==> config.mk <==
export PLATFORM = sky130hd
export DESIGN_NAME = mcg128_random_with_jump_ahead_core_flat
export DESIGN_NICKNAME = d
export VERILOG_FILES = /design/src/rtl/mcg_pkg.sv /design/src/rtl/mcg_if.sv /design/src/rtl/mcg128_random_with_jump_ahead_core.sv /design/src/rtl/mcg_mulmod.sv /design/src/flat_wrapper.sv
export SDC_FILE = /design/constraint.sdc
export NUM_CORES = 2
export LEC_CHECK = 0
export ABC_AREA = 1
export BUFFER_PORTS_ARGS = -buffer_cell sky130_fd_sc_hd__buf_4
export CORE_MARGIN = 2
export CORE_UTILIZATION = 52
export CTS_BUF_LIST = sky130_fd_sc_hd__clkbuf_4 sky130_fd_sc_hd__clkbuf_8
export CTS_CLUSTER_DIAMETER = 200
export DETAILED_ROUTE_END_ITERATION = 8
export PLACE_DENSITY_LB_ADDON = 0.3
export SLEW_MARGIN = 20
export SYNTH_ARGS = -nofsm -noshare
export SYNTH_HDL_FRONTEND = slang
export SYNTH_SLANG_ARGS = --single-unit
==> constraint.sdc <==
create_clock -name clk -period 42.1 [get_ports clk]
set_input_delay 2.105 -clock clk [delete_from_list [all_inputs] [get_ports clk]]
set_output_delay 2.105 -clock clk [all_outputs]
set_load 0.02 [all_outputs]
==> src/rtl/mcg_pkg.sv <==
// Shared constants and types for the 128-bit multiplicative generator core.
// No dependencies; the files that use it refer to it by scoped names.
package mcg_pkg;

  localparam int STATE_W  = 128;
  localparam int DIST_W   = 64;
  localparam int SEED_W   = 64;
  localparam int MODE_W   = 2;
  localparam int SAMPLE_W = 53;
  localparam int LIMB_W   = 32;
  localparam int PROD_W   = 2 * LIMB_W;
  localparam int CFG_IDX_W = 2;

  localparam int PAIR_COUNT = 10;
  localparam int PAIR_CNT_W = 4;

  // Fixed multiplier built from ten 13-bit digits, lowest digit first.
  localparam logic [STATE_W-1:0] MULT =
      (128'd1941 << 0)   + (128'd1821 << 13)  + (128'd3812 << 26)  +
      (128'd1310 << 39)  + (128'd68   << 52)  + (128'd2906 << 65)  +
      (128'd2335 << 78)  + (128'd2609 << 91)  + (128'd6859 << 104) +
      (128'd1999 << 117);

  // Limb pairs whose product lands below bit 128.
  localparam logic [1:0] PAIR_I [PAIR_COUNT] =
      '{2'd0, 2'd0, 2'd1, 2'd0, 2'd1, 2'd2, 2'd0, 2'd1, 2'd2, 2'd3};
  localparam logic [1:0] PAIR_J [PAIR_COUNT] =
      '{2'd0, 2'd1, 2'd0, 2'd2, 2'd1, 2'd0, 2'd3, 2'd2, 2'd1, 2'd0};

  localparam logic [MODE_W-1:0] MODE_NEXT = 2'd0;
  localparam logic [MODE_W-1:0] MODE_JUMP = 2'd1;
  localparam logic [MODE_W-1:0] MODE_LOAD = 2'd2;

  localparam logic [CFG_IDX_W-1:0] REG_SEED_LOW  = 2'd0;
  localparam logic [CFG_IDX_W-1:0] REG_SEED_HIGH = 2'd1;

endpackage

==> src/rtl/mcg_if.sv <==
// Valid/ready channel interfaces for the generator core: input, result, register write.
// Depends on mcg_pkg for field widths.
interface mcg_in_if;
  logic                         valid;
  logic                         ready;
  logic [mcg_pkg::MODE_W-1:0]   mode;
  logic [mcg_pkg::DIST_W-1:0]   jump_distance;
  modport source (output valid, output mode, output jump_distance, input ready);
  modport sink   (input valid, input mode, input jump_distance, output ready);
endinterface

interface mcg_out_if;
  logic                         valid;
  logic                         ready;
  logic [mcg_pkg::SAMPLE_W-1:0] sample;
  modport source (output valid, output sample, input ready);
  modport sink   (input valid, input sample, output ready);
endinterface

interface mcg_cfg_if;
  logic                          valid;
  logic                          ready;
  logic [mcg_pkg::CFG_IDX_W-1:0] index;
  logic [mcg_pkg::SEED_W-1:0]    data;
  modport source (output valid, output index, output data, input ready);
  modport sink   (input valid, input index, input data, output ready);
endinterface

==> src/rtl/mcg128_random_with_jump_ahead_core.sv <==
// Top level of the 128-bit multiplicative congruential generator with jump-ahead.
// Depends on mcg_pkg, the channel interfaces in mcg_if.sv and mcg_mulmod.
//
// The input channel carries a mode and a jump distance per word. Mode 0 advances
// the state by one multiplication, mode 1 multiplies it by the multiplier raised
// to the jump distance, mode 2 reloads it from the seed registers, and mode 3
// keeps it. Every input word yields one result word: the top 53 bits of the new
// state. The register channel is always ready and writes seed_low (index 0) or
// seed_high (index 1); other indexes are dropped.
// The block takes one input word at a time and is not ready again until that
// word's result is in the output register. Each 128-bit product runs on the
// shared 32 x 32 multiplier as ten partial products. A result takes P products:
// one in mode 0, and in mode 1 one per set bit of the distance plus one per bit
// below its highest set bit; modes 2 and 3 take none. The block is ready for the
// next word in the same cycle as the result enters the output register.
// Reset sets the state to 1, seed_low to 1 and seed_high to 0. A stalled
// receiver holds the result word; the next input word is still accepted and
// its result waits in the sequencer until the output register frees up.
module mcg128_random_with_jump_ahead_core (
  input  logic         clk,
  input  logic         rst_n,
  mcg_in_if.sink       in_ch,
  mcg_out_if.source    out_ch,
  mcg_cfg_if.sink      cfg_ch
);

  typedef enum logic [4:0] {
    ST_IDLE = 5'b00001,
    ST_BIT  = 5'b00010,
    ST_MUL  = 5'b00100,
    ST_SQR  = 5'b01000,
    ST_DONE = 5'b10000
  } state_t;

  state_t                         state_r;
  logic [mcg_pkg::STATE_W-1:0]    u_r;
  logic [mcg_pkg::STATE_W-1:0]    base_r;
  logic [mcg_pkg::DIST_W-1:0]     dist_r;
  logic [mcg_pkg::SEED_W-1:0]     seed_lo_r;
  logic [mcg_pkg::SEED_W-1:0]     seed_hi_r;
  logic [mcg_pkg::SAMPLE_W-1:0]   out_sample_r;
  logic                           out_valid_r;

  logic                           mm_start;
  logic                           mm_done;
  logic [mcg_pkg::STATE_W-1:0]    mm_opa;
  logic [mcg_pkg::STATE_W-1:0]    mm_product;
  logic                           out_load;

  assign mm_start = (state_r == ST_BIT) && (dist_r != '0);
  assign mm_opa   = dist_r[0] ? u_r : base_r;
  assign out_load = (state_r == ST_DONE) && (!out_valid_r || out_ch.ready);

  mcg_mulmod u_mulmod (
    .clk     (clk),
    .rst_n   (rst_n),
    .start   (mm_start),
    .opa     (mm_opa),
    .opb     (base_r),
    .done    (mm_done),
    .product (mm_product)
  );

  always_ff @(posedge clk) begin
    if (!rst_n) begin
      state_r     <= ST_IDLE;
      out_valid_r <= 1'b0;
      seed_lo_r   <= mcg_pkg::SEED_W'(1);
      seed_hi_r   <= '0;
      u_r         <= mcg_pkg::STATE_W'(1);
    end else begin
      if (cfg_ch.valid) begin
        case (cfg_ch.index)
          mcg_pkg::REG_SEED_LOW:  seed_lo_r <= cfg_ch.data;
          mcg_pkg::REG_SEED_HIGH: seed_hi_r <= cfg_ch.data;
          default: ;
        endcase
      end
      if (out_load) begin
        out_valid_r <= 1'b1;
      end else if (out_ch.ready) begin
        out_valid_r <= 1'b0;
      end
      case (state_r)
        ST_IDLE: begin
          if (in_ch.valid) begin
            case (in_ch.mode)
              mcg_pkg::MODE_NEXT: begin
                base_r  <= mcg_pkg::MULT;
                dist_r  <= mcg_pkg::DIST_W'(1);
                state_r <= ST_BIT;
              end
              mcg_pkg::MODE_JUMP: begin
                base_r  <= mcg_pkg::MULT;
                dist_r  <= in_ch.jump_distance;
                state_r <= ST_BIT;
              end
              mcg_pkg::MODE_LOAD: begin
                u_r     <= {seed_hi_r, seed_lo_r};
                state_r <= ST_DONE;
              end
              default: state_r <= ST_DONE;
            endcase
          end
        end
        ST_BIT: begin
          if (dist_r == '0) begin
            state_r <= ST_DONE;
          end else if (dist_r[0]) begin
            state_r <= ST_MUL;
          end else begin
            state_r <= ST_SQR;
          end
        end
        ST_MUL: begin
          if (mm_done) begin
            u_r       <= mm_product;
            dist_r[0] <= 1'b0;
            state_r   <= ST_BIT;
          end
        end
        ST_SQR: begin
          if (mm_done) begin
            base_r  <= mm_product;
            dist_r  <= dist_r >> 1;
            state_r <= ST_BIT;
          end
        end
        ST_DONE: begin
          if (out_load) begin
            out_sample_r <= u_r[mcg_pkg::STATE_W-1 -: mcg_pkg::SAMPLE_W];
            state_r      <= ST_IDLE;
          end
        end
        default: state_r <= ST_IDLE;
      endcase
    end
  end

  assign in_ch.ready   = (state_r == ST_IDLE);
  assign cfg_ch.ready  = 1'b1;
  assign out_ch.valid  = out_valid_r;
  assign out_ch.sample = out_sample_r;

endmodule

==> src/rtl/mcg_mulmod.sv <==
// Iterative 128 x 128 -> 128 (mod 2^128) multiplier on one shared 32 x 32 unit.
// Depends on mcg_pkg for widths and the limb pair schedule.
module mcg_mulmod (
  input  logic                         clk,
  input  logic                         rst_n,
  input  logic                         start,
  input  logic [mcg_pkg::STATE_W-1:0]  opa,
  input  logic [mcg_pkg::STATE_W-1:0]  opb,
  output logic                         done,
  output logic [mcg_pkg::STATE_W-1:0]  product
);

  logic [mcg_pkg::STATE_W-1:0]    a_r;
  logic [mcg_pkg::STATE_W-1:0]    b_r;
  logic [mcg_pkg::STATE_W-1:0]    acc_r;
  logic [mcg_pkg::PROD_W-1:0]     p_r;
  logic [1:0]                     sh_r;
  logic [mcg_pkg::PAIR_CNT_W-1:0] cnt_r;
  logic                           run_r;
  logic                           pv_r;
  logic                           last_r;
  logic                           done_r;

  logic [1:0]                     li;
  logic [1:0]                     lj;
  logic [mcg_pkg::LIMB_W-1:0]     limb_a;
  logic [mcg_pkg::LIMB_W-1:0]     limb_b;
  logic [mcg_pkg::STATE_W-1:0]    p_shifted;
  logic                           cnt_last;

  always_comb begin
    li        = mcg_pkg::PAIR_I[cnt_r];
    lj        = mcg_pkg::PAIR_J[cnt_r];
    limb_a    = a_r[{li, 5'd0} +: mcg_pkg::LIMB_W];
    limb_b    = b_r[{lj, 5'd0} +: mcg_pkg::LIMB_W];
    p_shifted = {{(mcg_pkg::STATE_W - mcg_pkg::PROD_W){1'b0}}, p_r} << {sh_r, 5'd0};
    cnt_last  = (cnt_r == mcg_pkg::PAIR_CNT_W'(mcg_pkg::PAIR_COUNT - 1));
  end

  always_ff @(posedge clk) begin
    if (!rst_n) begin
      run_r  <= 1'b0;
      pv_r   <= 1'b0;
      last_r <= 1'b0;
      done_r <= 1'b0;
      cnt_r  <= '0;
    end else begin
      pv_r   <= run_r;
      last_r <= run_r && cnt_last;
      done_r <= pv_r && last_r;
      if (start) begin
        a_r   <= opa;
        b_r   <= opb;
        acc_r <= '0;
        cnt_r <= '0;
        run_r <= 1'b1;
      end else begin
        if (run_r) begin
          p_r   <= mcg_pkg::PROD_W'(limb_a * limb_b);
          sh_r  <= 2'(li + lj);
          cnt_r <= cnt_r + 1'b1;
          if (cnt_last) begin
            run_r <= 1'b0;
          end
        end
        if (pv_r) begin
          acc_r <= acc_r + p_shifted;
        end
      end
    end
  end

  assign done    = done_r;
  assign product = acc_r;

endmodule

==> src/flat_wrapper.sv <==
// flat-port wrapper written by rule: the top's interface ports become plain ports
module mcg128_random_with_jump_ahead_core_flat 
  (clk, rst_n, in_ch_valid, in_ch_mode, in_ch_jump_distance, in_ch_ready, out_ch_valid, out_ch_sample, out_ch_ready, cfg_ch_valid, cfg_ch_index, cfg_ch_data, cfg_ch_ready);
  mcg_in_if in_ch_i ();
  mcg_out_if out_ch_i ();
  mcg_cfg_if cfg_ch_i ();
  input  logic clk;
  input  logic rst_n;
  input wire logic [$bits(in_ch_i.valid)-1:0] in_ch_valid;
  input wire logic [$bits(in_ch_i.mode)-1:0] in_ch_mode;
  input wire logic [$bits(in_ch_i.jump_distance)-1:0] in_ch_jump_distance;
  output wire logic [$bits(in_ch_i.ready)-1:0] in_ch_ready;
  output wire logic [$bits(out_ch_i.valid)-1:0] out_ch_valid;
  output wire logic [$bits(out_ch_i.sample)-1:0] out_ch_sample;
  input wire logic [$bits(out_ch_i.ready)-1:0] out_ch_ready;
  input wire logic [$bits(cfg_ch_i.valid)-1:0] cfg_ch_valid;
  input wire logic [$bits(cfg_ch_i.index)-1:0] cfg_ch_index;
  input wire logic [$bits(cfg_ch_i.data)-1:0] cfg_ch_data;
  output wire logic [$bits(cfg_ch_i.ready)-1:0] cfg_ch_ready;
  assign in_ch_i.valid = in_ch_valid;
  assign in_ch_i.mode = in_ch_mode;
  assign in_ch_i.jump_distance = in_ch_jump_distance;
  assign in_ch_ready = in_ch_i.ready;
  assign out_ch_valid = out_ch_i.valid;
  assign out_ch_sample = out_ch_i.sample;
  assign out_ch_i.ready = out_ch_ready;
  assign cfg_ch_i.valid = cfg_ch_valid;
  assign cfg_ch_i.index = cfg_ch_index;
  assign cfg_ch_i.data = cfg_ch_data;
  assign cfg_ch_ready = cfg_ch_i.ready;
  mcg128_random_with_jump_ahead_core u_core (.clk(clk), .rst_n(rst_n), .in_ch(in_ch_i), .out_ch(out_ch_i), .cfg_ch(cfg_ch_i));
endmodule
==> flow_summary.json <==
{
  "run_status": "finished, final reports clean",
  "preCtsSetupSlack_ns": 30.83,
  "path_class": "reg2reg",
  "max_cap_violations": 0,
  "path_clk_slew_ns": 0.07,
  "fp-row-count": 149,
  "cpPeakStageDelay_ns": 0.92,
  "clockRootBuffer": "clkbuf_8",
  "grt_usage_pct": 43.45,
  "start_util_pct": 52.44,
  "route.detailed.drc": 0,
  "async_flop_share_pct": 0,
  "die_height_um": 412.1,
  "grt_setup_unrepaired": "no",
  "dp_hpwl_um": 294200,
  "synth_nets": 12690,
  "design.portCount": 193,
  "io_buffers": 191,
  "timing.final.crit_share_pct": 27.02,
  "place_area_um2": 89760,
  "avgSynthCellArea_um2": 7.689,
  "cp_slowest_cell": "a32oi_2",
  "syn-cell-area_um2": 86610,
  "grt_max_degree": 164,
  "timing.final.hold_violations": 0,
  "clkSinkCount": 965,
  "fin_crit_ns": 11.37,
  "critPathArrivalTime_ns": 12.09,
  "startpoint_type": "flop",
  "ant_nets": 0,
  "cp.depth": 30,
  "post-cts-setup-buffer-count": 0,
  "cts_tree": "built",
  "dieArea_um2": 169800,
  "clock_skew_ns": 0.1030,
  "ys_ff_latch": 965,
  "htree_num_levels": 4,
  "area_growth_syn_to_layout_pct": 8.025,
  "synth_cell_types": 51,
  "avgViaCountPerCell": 5.683,
  "critPathRequiredTime_ns": 42.81,
  "via_count": 77770,
  "ff2ff_path_depth": 30,
  "first_global_vias": 75630,
  "die_x_um": 412.1,
  "max_slew_margin_pct": 16.52,
  "place.gp.congestion": 1.163,
  "synthFlopType": "edfxtp_1",
  "antenna_found_initial": 43,
  "grt_pass1_wl_um": 523400,
  "finalWorstSetupSlack_ns": 30.73,
  "synth_top_area_cell": "edfxtp_1",
  "wl_um": 370000,
  "finalSetupTns_ns": 0,
  "worst_pin_slew_ns": 1.239,
  "clock_path_buffers": 3,
  "setup_viol": 0,
  "max_freq_mhz": 87.92,
  "worst_hold_path_type": "reg2reg",
  "cpLargestDelayFamily": "adder cells",
  "crit_top_cell": "fa_1",
  "routedWlPerCell_um": 27.04,
  "fin_nets": 12760,
  "first_pass_iters": 9,
  "drv_slew": 0,
  "yosys_warnings": 0,
  "endpoint_kind": "flop",
  "crit_buf_inv": 7,
  "design_area_um2": 93560,
  "yosysTopAreaCellShare_pct": 24.10,
  "cts_hold_buf": 0,
  "whs_path_depth": 0,
  "final_cell_mix": "nand2_1, inv_1, nor2_1, fa_1, edfxtp_1",
  "insertion_delay_ns": 0.97,
  "synthCells": 11270,
  "critPathMaxFanout": 49,
  "core_area_um2": 165200,
  "final_common_cell": "nand2_1",
  "synth-edff-count": 695,
  "cts_resized": 0,
  "drive_gt1_share_pct": 6.614,
  "yosysSeqAreaShare_pct": 30.34,
  "grt-ovfl-total": 0,
  "cts_made_buffers": 171,
  "dr.first_iter.drc_count": 10540,
  "synth_area_leaders": "edfxtp_1, fa_1, nand2_1"
}
Yosys cell counts, types with 170 or more instances:
| cell type | instances |
|---|---|
| nand2_1 | 2832 |
| inv_1 | 2257 |
| dfxtp_1 | 270 |
| clkbuf_1 | 181 |
| buf_2 | 172 |
| edfxtp_1 | 695 |
| nor2_1 | 1935 |
| ha_1 | 394 |
| a21oi_1 | 262 |
| nand3_1 | 170 |
| o21ai_0 | 609 |
| fa_1 | 897 |
per-stage QoR:
| step | utilization, % | hold slack, ns | std cells |
|---|---|---|---|
| 2_1_floorplan | - | 0.4022 | 11270 |
| 3_3_place_gp | 54.34 | 0.4280 | 13350 |
| 3_5_place_dp | 54.34 | 0.4317 | 13350 |
| 4_1_cts | 56.60 | 0.4319 | 13660 |
| 5_1_grt | 56.63 | 0.4354 | 13670 |
| 6_report | 56.64 | 0.4351 | 13680 |
path summary, 6_finish.rpt:
check / start / endpoint / slack (ns)
max: u_core.u_mulmod.cnt_r[0] / u_core.u_mulmod.p_r[51] / 30.73
min: u_core.base_r[9] / u_core.u_mulmod.b_r[9] / 0.44
max reg2reg: u_core.u_mulmod.cnt_r[0] / u_core.u_mulmod.p_r[51] / 30.73
min reg2reg: u_core.base_r[9] / u_core.u_mulmod.b_r[9] / 0.44
metal layers:
metal	global-route usage, %	vias up	part of all wire, %
met2	61.75	4991	41
met5	0	-	0.14
li1	-	34220	-
met3	15.66	929	14
met4	21.80	36	6.0
met1	58.36	37590	39
cell families after synthesis:
| family | after synthesis | synth area share (%) |
|---|---|---|
| AO/OA/AOI/OAI | 1084 | 7.172 |
| XOR/XNOR | 64 | 0.6472 |
| adder cells (fa/ha/maj) | 1291 | 26.42 |
| buffers and inverters | 2715 | 12.30 |
| flip-flops | 965 | 30.34 |
| multiplexers | 3 | 0.03467 |
| other | 1 | 0.004330 |
| AND/OR/NAND/NOR | 5142 | 23.08 |
final cells by class:
cell class / count / area (µm²)
clock inverters: 71 / 656.9
well taps: 2189 / 2739
multi-input cells: 7585 / 49800
flip-flops and latches: 965 / 26280
clock buffers: 248 / 3069
inverters: 2311 / 8695
diodes: 19 / 47.55
repair buffers: 296 / 2283
fillers: 15710 / 71610
sequential cells by signal, indices dropped and copies added (netlist names):
register and cells:
u_core.dist_r 64, u_core.u_mulmod.pv_r 1, u_core.u_mulmod.product 128, u_core.base_r 128, u_core.seed_lo_r 64, u_core.u_mulmod.last_r 1
u_core.u_mulmod.p_r 64, u_core.state_r 5, u_core.u_mulmod.a_r 128, u_core.u_mulmod.cnt_r 4, u_core.u_mulmod.sh_r 2, u_core.u_mulmod.done 1
u_core.out_ch.valid 1, u_core.u_mulmod.run_r 1, u_core.u_mulmod.b_r 128, u_core.u_r 128, u_core.seed_hi_r 64, u_core.out_ch.sample 53
Power is not shown: default switching activity piles up to over one toggle a cycle in this logic, so the estimate is an artifact.
